===== src/hdl/tlms_pkg.sv =====
// tlms_pkg: shared constants and types of the two-list merge sorter
// no dependencies; compiled first

package tlms_pkg;

  localparam int LIST_DEPTH = 16;
  localparam int VALUE_W    = 32;
  localparam int MODE_W     = 2;

  typedef logic [MODE_W-1:0]  mode_t;
  typedef logic [VALUE_W-1:0] value_t;

  localparam mode_t MODE_APPEND_FIRST  = 2'd0;
  localparam mode_t MODE_APPEND_SECOND = 2'd1;
  localparam mode_t MODE_MERGE         = 2'd2;

endpackage


===== src/hdl/tlms_if.sv =====
// tlms_if: command and result channel interfaces of the two-list merge sorter
// depends on tlms_pkg

interface tlms_cmd_if;
  logic                  valid;
  logic                  ready;
  tlms_pkg::mode_t       mode;
  logic signed [tlms_pkg::VALUE_W-1:0] value;

  modport source (output valid, output mode, output value, input ready);
  modport sink   (input valid, input mode, input value, output ready);
endinterface

interface tlms_res_if;
  logic                  valid;
  logic                  ready;
  logic signed [tlms_pkg::VALUE_W-1:0] sorted_value;
  logic                  last;
  logic                  empty_res;
  logic                  overflow;

  modport source (output valid, output sorted_value, output last, output empty_res,
                  output overflow, input ready);
  modport sink   (input valid, input sorted_value, input last, input empty_res,
                  input overflow, output ready);
endinterface


===== src/hdl/tlms_mem.sv =====
// tlms_mem: value memory holding both lists, one write and one registered read port
// depends on tlms_pkg

module tlms_mem #(
  parameter int DEPTH = 2 * tlms_pkg::LIST_DEPTH
) (
  input  logic                         clk,
  input  logic                         wr_en,
  input  logic [$clog2(DEPTH)-1:0]     wr_addr,
  input  tlms_pkg::value_t             wr_data,
  input  logic [$clog2(DEPTH)-1:0]     rd_addr,
  output tlms_pkg::value_t             rd_data
);

  tlms_pkg::value_t mem [DEPTH];

  always_ff @(posedge clk) begin
    if (wr_en) begin
      mem[wr_addr] <= wr_data;
    end
    rd_data <= mem[rd_addr];
  end

endmodule


===== src/hdl/two_list_merge_sorter.sv =====
// Two-list merge sorter: appends signed values to two lists and, on a merge command,
// emits both lists joined and sorted ascending. A merge of n values sorts in place in
// one shared memory with a single read port and one signed comparator by exchange sort,
// then reads and emits the sorted beats in order; the command channel is not ready
// meanwhile. The final result beat waits in the output register while new commands are
// taken. No clearing pass after reset.
// depends on tlms_pkg, tlms_if, tlms_mem

module two_list_merge_sorter #(
  parameter int LIST_DEPTH = tlms_pkg::LIST_DEPTH
) (
  input  logic           clk,
  input  logic           rst,
  tlms_cmd_if.sink       cmd,
  tlms_res_if.source     res
);

  localparam int MEM_DEPTH = 2 * LIST_DEPTH;
  localparam int IDX_W     = $clog2(MEM_DEPTH);
  localparam int CNT_W     = $clog2(LIST_DEPTH + 1);
  localparam int TOT_W     = $clog2(MEM_DEPTH + 1);

  typedef enum logic [2:0] {
    S_IDLE, S_RD_I, S_LD_I, S_CMP, S_WR_I, S_EM_RD, S_EM_LD, S_EMPTY
  } state_t;

  state_t              state;
  logic [CNT_W-1:0]    first_count;
  logic [CNT_W-1:0]    second_count;
  logic                overflow_seen;
  logic [CNT_W-1:0]    sort_n1;
  logic [TOT_W-1:0]    n_total;
  logic                merge_ovf;
  logic [IDX_W-1:0]    i;
  logic [IDX_W-1:0]    j;
  logic [IDX_W-1:0]    k;
  tlms_pkg::value_t    cur;

  logic                out_valid;
  tlms_pkg::value_t    out_value;
  logic                out_last;
  logic                out_empty;
  logic                out_ovf;

  logic                mem_wr_en;
  logic [IDX_W-1:0]    mem_wr_addr;
  tlms_pkg::value_t    mem_wr_data;
  logic [IDX_W-1:0]    mem_rd_addr;
  tlms_pkg::value_t    mem_rd_data;

  logic                cmd_beat;
  logic                out_free;
  logic                out_load;
  logic                swap;
  logic                j_last;
  logic                k_last;
  logic                sort_more;
  logic [TOT_W-1:0]    merge_total;

  // logical position in the joined list to memory address
  function automatic logic [IDX_W-1:0] phys(input logic [IDX_W-1:0] pos,
                                            input logic [CNT_W-1:0] n1);
    logic [IDX_W-1:0] n1x;
    n1x = IDX_W'(n1);
    if (pos < n1x) begin
      return pos;
    end
    return pos - n1x + IDX_W'(LIST_DEPTH);
  endfunction

  assign cmd_beat    = cmd.valid && cmd.ready;
  assign cmd.ready   = (state == S_IDLE);
  assign out_free    = !out_valid || res.ready;
  assign out_load    = (state == S_EM_LD || state == S_EMPTY) && out_free;
  assign swap        = $signed(cur) > $signed(mem_rd_data);
  assign j_last      = (TOT_W'(j) + TOT_W'(1)) == n_total;
  assign k_last      = (TOT_W'(k) + TOT_W'(1)) == n_total;
  assign sort_more   = (TOT_W'(i) + TOT_W'(2)) < n_total;
  assign merge_total = TOT_W'(first_count) + TOT_W'(second_count);

  assign res.valid        = out_valid;
  assign res.sorted_value = out_value;
  assign res.last         = out_last;
  assign res.empty_res    = out_empty;
  assign res.overflow     = out_ovf;

  always_comb begin
    mem_wr_en   = 1'b0;
    mem_wr_addr = '0;
    mem_wr_data = cmd.value;
    mem_rd_addr = '0;
    case (state)
      S_IDLE: begin
        if (cmd_beat && cmd.mode == tlms_pkg::MODE_APPEND_FIRST) begin
          mem_wr_en   = (first_count < CNT_W'(LIST_DEPTH));
          mem_wr_addr = IDX_W'(first_count);
        end else if (cmd_beat && cmd.mode == tlms_pkg::MODE_APPEND_SECOND) begin
          mem_wr_en   = (second_count < CNT_W'(LIST_DEPTH));
          mem_wr_addr = IDX_W'(LIST_DEPTH) + IDX_W'(second_count);
        end
      end
      S_RD_I: mem_rd_addr = phys(i, sort_n1);
      S_LD_I: mem_rd_addr = phys(j, sort_n1);
      S_CMP: begin
        mem_rd_addr = j_last ? phys(j, sort_n1) : phys(j + IDX_W'(1), sort_n1);
        mem_wr_en   = swap;
        mem_wr_addr = phys(j, sort_n1);
        mem_wr_data = cur;
      end
      S_WR_I: begin
        mem_wr_en   = 1'b1;
        mem_wr_addr = phys(i, sort_n1);
        mem_wr_data = cur;
      end
      S_EM_RD: mem_rd_addr = phys(k, sort_n1);
      S_EM_LD: mem_rd_addr = phys(k, sort_n1);
      default: mem_rd_addr = '0;
    endcase
  end

  tlms_mem #(
    .DEPTH (MEM_DEPTH)
  ) u_mem (
    .clk     (clk),
    .wr_en   (mem_wr_en),
    .wr_addr (mem_wr_addr),
    .wr_data (mem_wr_data),
    .rd_addr (mem_rd_addr),
    .rd_data (mem_rd_data)
  );

  always_ff @(posedge clk) begin
    if (rst) begin
      state         <= S_IDLE;
      first_count   <= '0;
      second_count  <= '0;
      overflow_seen <= 1'b0;
      out_valid     <= 1'b0;
    end else begin
      if (out_valid && res.ready && !out_load) begin
        out_valid <= 1'b0;
      end
      case (state)
        S_IDLE: begin
          if (cmd_beat) begin
            case (cmd.mode)
              tlms_pkg::MODE_APPEND_FIRST: begin
                if (first_count < CNT_W'(LIST_DEPTH)) begin
                  first_count <= first_count + CNT_W'(1);
                end else begin
                  overflow_seen <= 1'b1;
                end
              end
              tlms_pkg::MODE_APPEND_SECOND: begin
                if (second_count < CNT_W'(LIST_DEPTH)) begin
                  second_count <= second_count + CNT_W'(1);
                end else begin
                  overflow_seen <= 1'b1;
                end
              end
              tlms_pkg::MODE_MERGE: begin
                sort_n1       <= first_count;
                n_total       <= merge_total;
                merge_ovf     <= overflow_seen;
                first_count   <= '0;
                second_count  <= '0;
                overflow_seen <= 1'b0;
                i             <= '0;
                k             <= '0;
                if (merge_total == '0) begin
                  state <= S_EMPTY;
                end else if (merge_total == TOT_W'(1)) begin
                  state <= S_EM_RD;
                end else begin
                  state <= S_RD_I;
                end
              end
              default: begin
                state <= S_IDLE;
              end
            endcase
          end
        end
        S_RD_I: begin
          j     <= i + IDX_W'(1);
          state <= S_LD_I;
        end
        S_LD_I: begin
          cur   <= mem_rd_data;
          state <= S_CMP;
        end
        S_CMP: begin
          if (swap) begin
            cur <= mem_rd_data;
          end
          if (j_last) begin
            state <= S_WR_I;
          end else begin
            j <= j + IDX_W'(1);
          end
        end
        S_WR_I: begin
          if (sort_more) begin
            i     <= i + IDX_W'(1);
            state <= S_RD_I;
          end else begin
            state <= S_EM_RD;
          end
        end
        S_EM_RD: begin
          state <= S_EM_LD;
        end
        S_EM_LD: begin
          if (out_free) begin
            out_valid <= 1'b1;
            out_value <= mem_rd_data;
            out_last  <= k_last;
            out_empty <= 1'b0;
            out_ovf   <= merge_ovf;
            if (k_last) begin
              state <= S_IDLE;
            end else begin
              k     <= k + IDX_W'(1);
              state <= S_EM_RD;
            end
          end
        end
        S_EMPTY: begin
          if (out_free) begin
            out_valid <= 1'b1;
            out_value <= '0;
            out_last  <= 1'b1;
            out_empty <= 1'b1;
            out_ovf   <= merge_ovf;
            state     <= S_IDLE;
          end
        end
        default: begin
          state <= S_IDLE;
        end
      endcase
    end
  end

`ifndef NO_ASSERTIONS
  a_count_bound: assert property (@(posedge clk) disable iff (rst)
    first_count <= CNT_W'(LIST_DEPTH) && second_count <= CNT_W'(LIST_DEPTH))
    else $error("list count beyond depth");

  a_merge_clears: assert property (@(posedge clk) disable iff (rst)
    cmd_beat && cmd.mode == tlms_pkg::MODE_MERGE |=>
      first_count == '0 && second_count == '0 && !overflow_seen)
    else $error("merge did not clear the lists");

  a_scan_order: assert property (@(posedge clk) disable iff (rst)
    state == S_CMP |-> j > i && TOT_W'(j) < n_total)
    else $error("compare index out of order");

  a_empty_is_last: assert property (@(posedge clk) disable iff (rst)
    out_valid && out_empty |-> out_last)
    else $error("empty result not marked last");
`endif

endmodule

===== src/flat_wrapper.sv =====
// flat-port wrapper written by rule: the top's interface ports become plain ports
module two_list_merge_sorter_flat 
#(
  parameter int LIST_DEPTH = tlms_pkg::LIST_DEPTH
)
  (clk, rst, cmd_valid, cmd_mode, cmd_value, cmd_ready, res_valid, res_sorted_value, res_last, res_empty_res, res_overflow, res_ready);
  tlms_cmd_if cmd_i ();
  tlms_res_if res_i ();
  input  logic clk;
  input  logic rst;
  input wire logic [$bits(cmd_i.valid)-1:0] cmd_valid;
  input wire logic [$bits(cmd_i.mode)-1:0] cmd_mode;
  input wire logic [$bits(cmd_i.value)-1:0] cmd_value;
  output wire logic [$bits(cmd_i.ready)-1:0] cmd_ready;
  output wire logic [$bits(res_i.valid)-1:0] res_valid;
  output wire logic [$bits(res_i.sorted_value)-1:0] res_sorted_value;
  output wire logic [$bits(res_i.last)-1:0] res_last;
  output wire logic [$bits(res_i.empty_res)-1:0] res_empty_res;
  output wire logic [$bits(res_i.overflow)-1:0] res_overflow;
  input wire logic [$bits(res_i.ready)-1:0] res_ready;
  assign cmd_i.valid = cmd_valid;
  assign cmd_i.mode = cmd_mode;
  assign cmd_i.value = cmd_value;
  assign cmd_ready = cmd_i.ready;
  assign res_valid = res_i.valid;
  assign res_sorted_value = res_i.sorted_value;
  assign res_last = res_i.last;
  assign res_empty_res = res_i.empty_res;
  assign res_overflow = res_i.overflow;
  assign res_i.ready = res_ready;
  two_list_merge_sorter #(.LIST_DEPTH(LIST_DEPTH)) u_core (.clk(clk), .rst(rst), .cmd(cmd_i), .res(res_i));
endmodule

===== config.mk =====
export PLATFORM = sky130hd
export DESIGN_NAME = two_list_merge_sorter_flat
export DESIGN_NICKNAME = d
export VERILOG_FILES = /design/src/hdl/tlms_pkg.sv /design/src/hdl/tlms_if.sv /design/src/hdl/tlms_mem.sv /design/src/hdl/two_list_merge_sorter.sv /design/src/flat_wrapper.sv
export SDC_FILE = /design/constraint.sdc
export NUM_CORES = 2
export LEC_CHECK = 0
export BUFFER_PORTS_ARGS = -buffer_cell sky130_fd_sc_hd__buf_2
export CORE_MARGIN = 3
export CORE_UTILIZATION = 26
export CTS_BUF_LIST = sky130_fd_sc_hd__clkbuf_4 sky130_fd_sc_hd__clkbuf_8
export CTS_CLUSTER_DIAMETER = 200
export DETAILED_ROUTE_END_ITERATION = 7
export SLEW_MARGIN = 5
export SYNTH_ARGS = -nofsm -noshare
export SYNTH_HDL_FRONTEND = slang
export SYNTH_SLANG_ARGS = --single-unit

===== constraint.sdc =====
create_clock -name clk -period 8.9 [get_ports clk]
set_input_delay 0.445 -clock clk [delete_from_list [all_inputs] [get_ports clk]]
set_output_delay 0.445 -clock clk [all_outputs]
set_load 0.1 [all_outputs]

# Word level (Yosys, flattened, before mapping)
# Memories as Yosys holds them, arrays and structs flattened. A register that Yosys moved wholly into a read port is not among the register bits.
# Cells that the tools add are included.
# op_classes
n_reduce_logical,35
n_lt_le_gt_ge,8
add_sub_neg,18
mux,72
eq_ne,26
bitwise_logic,1
# op_table
operator,count
$mux W32,4
$pmux W32 S2,2
$mux W5,22
$pmux W5 S2,5
$gt A32 B32 Y1,1
$add A5 B1 Y5 const B,5
$pmux W5 S5,1
$mux W3,8
$pmux W3 S8,1
$mux W1,23
$add A5 B5 Y5 const B,4
$lt A5 B5 Y1,4
$sub A5 B5 Y5,4
$ne A2 B2 Y1 const B,9
$reduce_and A4 Y1,4
$pmux W5 S3,1
$reduce_and A5 Y1,3
$reduce_bool A2 Y1,7
$add A5 B1 Y6 const B,2
$eq A3 B3 Y1 const B,4
$eq A6 B6 Y1,2
$lt A5 B5 Y1 const B,2
$ne A2 B1 Y1 const B,5
$reduce_and A3 Y1,3
22 further kinds,34
# totals
input_bits,38
output_inout_bits,37
regBits,109
word_cells,177
ramBits,1024
memories,1
# mem_list
memory,depth,width,read_ports,rd_ports_with_merged_regs,wr,line,text
u_core.u_mem.mem,32,32,1,1,1,tlms_mem.sv:15,tlms_pkg::value_t mem [DEPTH];

# Depth between registers and ports, before layout
# logic_depth
depth_word,8
mapped_depth,19
depth_no_buf,15

# Modules after synthesis
# A second synthesis with hierarchy kept.
# hier_totals
hier_cells,2951
hier_area_um2,47888.4
# by_module_without_submodules
mod,cells_per_inst,area_per_inst_um2,seq_area_each_um2,instances
tlms_mem,2260,40485.1,31390.1,1
two_list_merge_sorter,691,7403.4,3123.0,1

# Worst setup path after synthesis
# OpenSTA, ideal clock, no wires.
# synth_timing
path_kind,register -> register
startpoint,register u_core.state[2]
endpoint,"memory u_core.u_mem.mem[17][0] in the netlist's numbering, enable pin"
t_arrival_ns,6.451
required_ns,8.439
path_slack_ns,1.988
setup_ns,0.461
path_stages_with_launch,9
synth_period_minus_slack_ns,6.912
n_path_buf,1
cell_sequence,dfxtp_1 > clkbuf_1 > nor3_1 > nand2_1 > or2_2 > a21oi_1 > a221o_1 > nand2_1 > nor3_1
# synth_between
elab_chain_cells,8
elab_cells_between_ends,14
classes_between,eq/ne (2); mux (8); reduce/logical (4)
# synth_lines
item,line,text
from (decl),two_list_merge_sorter.sv:27,state_t state;
from (signal assigned),two_list_merge_sorter.sv:134,state <= S_IDLE;
from (signal assigned),two_list_merge_sorter.sv:171,state <= S_EMPTY;
from (signal assigned),two_list_merge_sorter.sv:173,state <= S_EM_RD;
$logic_not A3 Y1 *,two_list_merge_sorter.sv:72,assign cmd.ready = (state == S_IDLE);
named net cmd_ready,flat_wrapper.sv:14,output wire logic [$bits(cmd_i.ready)-1:0] cmd_ready;
$logic_and A1 B1 Y1,two_list_merge_sorter.sv:71,assign cmd_beat = cmd.valid && cmd.ready;
$logic_and A1 B1 Y1,two_list_merge_sorter.sv:97,end else if (cmd_beat && cmd.mode == tlms_pkg::MODE_APPEND_SECOND) begin
$mux W1,two_list_merge_sorter.sv:97,
$mux W1,two_list_merge_sorter.sv:94,if (cmd_beat && cmd.mode == tlms_pkg::MODE_APPEND_FIRST) begin
$pmux W1 S3,two_list_merge_sorter.sv:92,case (state)
$mux W1,tlms_mem.sv:18,if (wr_en) begin
$mux W1 (not written as such),tlms_mem.sv:19,mem[wr_addr] <= wr_data;
to (decl),tlms_mem.sv:15,
# The timed path passes the listed nets; every way through them passes the cells marked *.

# Final worst setup path
# layout_timing
startpoint,register u_core.j[0]
endpoint,"register u_core.u_mem.rd_data[30], read port of u_core.u_mem.mem"
# layout_between
elab_chain_cells,7
elab_cells_between_ends,21
classes_between,add/sub (6); order compare (2); eq/ne (1); mux (12)
# layout_lines
item,line,text
from (decl),two_list_merge_sorter.sv:35,logic [IDX_W-1:0] j;
from (signal assigned),two_list_merge_sorter.sv:185,j <= i + IDX_W'(1);
from (signal assigned),two_list_merge_sorter.sv:199,j <= j + IDX_W'(1);
branches (longest 6 deep; another with $add A5 B1 Y5),--,
$pmux W5 S5 *,two_list_merge_sorter.sv:92,
to (decl),tlms_mem.sv:12,output tlms_pkg::value_t rd_data
# Every way passes the cells marked *. The select of a mux whose other input is x is not followed.
# A chain may end at the register's enable or synchronous reset.

==> key figures <==
Global routing
  • Met1 GRT Util: around a fifth
  • Total gr overflow: 0
  • Gr busiest metal: met2
  • Vias in the first global route: about 30000
  • First-pass GRT wire length: about 210000 um
  • Pin count of the biggest net entering global routing: 173
  • GR Util met3: about 2.4%
  • All-Layer GR Usage: 14.9%
  • Initial antenna violation count: 9
  • Met2 Use GR: between 20% and 30%

Pwr
  • Final Power: between 0.015 and 0.02 W
  • Worst VDD drop: between 0.2 and 0.25 mV
  • Leakage power total: roughly 19 nW
  • PwrDens: roughly 270 nW/um^2

Status
  • Outcome: complete, no violations

Placed design
  • Number of buffers added on ports: 74
  • HPWL after DPL: between 80000 and 90000 um
  • Placer Congestion: ~0.85
  • Placed cell area: between 50000 and 60000 sq um
  • Placed Instances: 5912

Layout
  • Multi-input gate area: 12600 sq um
  • Fillers: 18175
  • Layout cells sized above 1: between 10% and 20%
  • Non-filler cells, final: approximately 6300
  • Register area: 34500 sq um
  • Area grow syn2layout: 15.5%
  • Nets: 3771
  • Post-Layout Inst Area: 55400 sq um

Worst setup path
  • CP max stage cell: buf_12
  • Worst path cell trace: ha_1 -> nand3_2 -> xnor2_2 -> ha_1 -> nand4_1 -> o211ai_1 -> mux2_2 -> o211ai_1 -> o211ai_4 -> buf_4 -> buf_12 -> a32oi_1 -> a22o_1 -> a311oi_1 -> o2111ai_1
  • Worst setup EP type: flip-flop
  • WP data required: ~9500 ps
  • Max incr delay on CP: 670 ps
  • Critical Path Fanout Max: 165
  • Worst Path Buf+Inv: 2
  • Worst path top cell family by delay: compound AO/OA/AOI/OAI gates
  • Worst EP arrival: about 6000 ps
  • CP Class: flip-flop to flip-flop
  • Crit path launch type: flip-flop

Clocking
  • CTS H-Tree Depth: 4
  • CTS resizes: 0
  • CTS tree: yes
  • Longest Clk Path Bufs: 3
  • Clock tree root buffer cell: clkbuf_8
  • Post-CTS Setup Inserts: 0
  • Hold-fix buffers, CTS: 6
  • Clk slew on worst S/H paths: ~60 ps
  • Worst skew pair latency: 910 ps
  • CTS buffer count: 184
  • Clock Sinks: between 1000 and 1500

Die
  • Initial Util: 26.2%
  • Die ar.: roughly 190000 sq um
  • Die Wd: 435 um
  • # rows: 157
  • Core footprint: approximately 180000 sq um
  • Top Ports: 75
  • Die height: between 400 and 500 um

Logic synthesis
  • Synth Register Bits: around 1200
  • Cell Area, Synth: approximately 48000 sq um
  • Number of library cell types mapped by synthesis: between 70 and 80
  • Post-synth EDFFs: around 1100
  • Top-count cell post-synth: edfxtp_1
  • Async SR Flop Fraction: 0%
  • Synth area leader: edfxtp_1
  • Yosys warning total: 0
  • Top cells by area, synth: edfxtp_1 (70%), nand2_1 (6.1%), a21oi_1 (2.9%), a32oi_1 (2.4%), ha_1 (2.1%)
  • Syn nets: around 3600
  • Avg Synthesized Cell Area: between 10 and 15 sq um
  • Cells after Synth: roughly 3500
  • Seq/Total Area, Yosys: between 70% and 80%
  • Post-synth top flop: edfxtp_1
  • Area share of the largest cell type after synthesis: between 70% and 80%
  • Post-synth top cells: edfxtp_1 (1118), nand2_1 (785), a21oi_1 (277), nor2_1 (133), a32oi_1 (130)

Timing
  • Fmax: ~180 MHz
  • Setup TNS: 0 ps
  • Max Transition Viols Final: 0
  • Hold WS: ~120 ps
  • Post-layout minimum cycle time: between 5000 and 6000 ps
  • Slew headroom: about 18%
  • Period utilisation layout: just over 60%
  • Max Clock Skew: 41.1 ps
  • RSZ-0062 raised after global routing: false
  • Fin. Hold Viols: 0
  • Count of final setup violators: 0
  • Worst slew pin tran: about 1200 ps

Detailed routing
  • First-pass detailed-route iteration total: 6
  • DRT antenna net count: 0
  • DRC viols: 0
  • Initial DRC Count: 3627
  • WL/cell: between 20 and 25 um
  • DR vias: about 30000
  • Vias/cell: between 4 and 5
  • Final WL: 146000 um

Hold path
  • Worst min path class: input pin to flip-flop

Job
  • Max Cap Viol: 0
sequential cells by signal, summed over array words and instances (netlist names):
register / cells
u_core.sort_n1: 5
u_core.first_count: 5
u_core.merge_ovf: 1
u_core.overflow_seen: 1
u_core.u_mem.mem: 1024
u_core.cur: 32
u_core.res.last: 1
u_core.second_count: 5
u_core.u_mem.rd_data: 32
u_core.i: 5
u_core.state: 3
u_core.n_total: 6
u_core.j: 5
u_core.res.sorted_value: 32
u_core.res.empty_res: 1
u_core.res.overflow: 1
u_core.res.valid: 1
u_core.k: 5
cell families after synthesis:
| kind of cell | count (synthesis) | synth area share, % |
|---|---|---|
| compound gates | 715 | 10.4 |
| xor+xnor | 36 | 0.704 |
| fa+ha+maj | 93 | 2.63 |
| buf+inv | 276 | 2.44 |
| flops | 1165 | 72.0 |
| mux | 95 | 2.07 |
| simple gates | 1132 | 9.81 |
report_power, final:
group	switching [W]	leakage, nW	total, W	internal [W]
clock network	0.00218	2.09	0.00481	0.00263
registers	0.000128	10.5	0.00653	0.00640
logic	0.00271	6.12	0.00386	0.00115
total	0.00502	18.7	0.0152	0.0102
cell usage in the layout, fill, tap and decap left out, types with 58 or more instances in the layout:
| cell type | n |
|---|---|
| clkbuf_8 | 202 |
| nor2_1 | 104 |
| nand3_1 | 88 |
| edfxtp_1 | 1118 |
| nand2_1 | 785 |
| mux2i_1 | 62 |
| buf_2 | 74 |
| clkbuf_4 | 84 |
| buf_4 | 58 |
| inv_1 | 73 |
| a32oi_1 | 130 |
| ha_1 | 80 |
| a21oi_1 | 277 |
per-layer routing:
layer  vias up  share of wire [%]
li1      13519                  -
met1     15597                 40
met2      1444                 48
met3       286                7.5
met4         2                4.5
met5         -             0.0075
through the flow:
stage	util, %	setup WS, ps
2_1_floorplan	-	1990
3_3_place_gp	28.1	3490
3_5_place_dp	28.1	3480
4_1_cts	30.2	3410
5_1_grt	30.2	3150
6_report	30.2	3360
worst min-delay path, cell delays in order:
cell,delay (ps)
buf_2,220
nor2_1,140
nand3b_1,100
a21oi_1,60
final cells by class:
cell class | instances | share of cell area [%]
antenna | 2 | 0.00903
clock buffer | 286 | 6.15
clock inverter | 59 | 0.908
inverter | 74 | 0.501
multi-input combinational | 2071 | 22.8
sequential | 1165 | 62.3
tap | 2464 | 5.56
timing repair buffer | 144 | 1.78
path summary, 6_finish.rpt:
path / from / end / slack, ps / cells after the start
worst min-delay path: cmd_mode[0] / u_core.first_count[0] / 120 / 4
worst max-delay path: u_core.j[0] / u_core.u_mem.rd_data[30] / 3360 / 15
worst min register to register: u_core.u_mem.rd_data[11] / u_core.cur[11] / 420 / 0
worst max register to register: u_core.j[0] / u_core.u_mem.rd_data[30] / 3360 / 15
No activity file was read; power rests on OpenSTA's default activity.
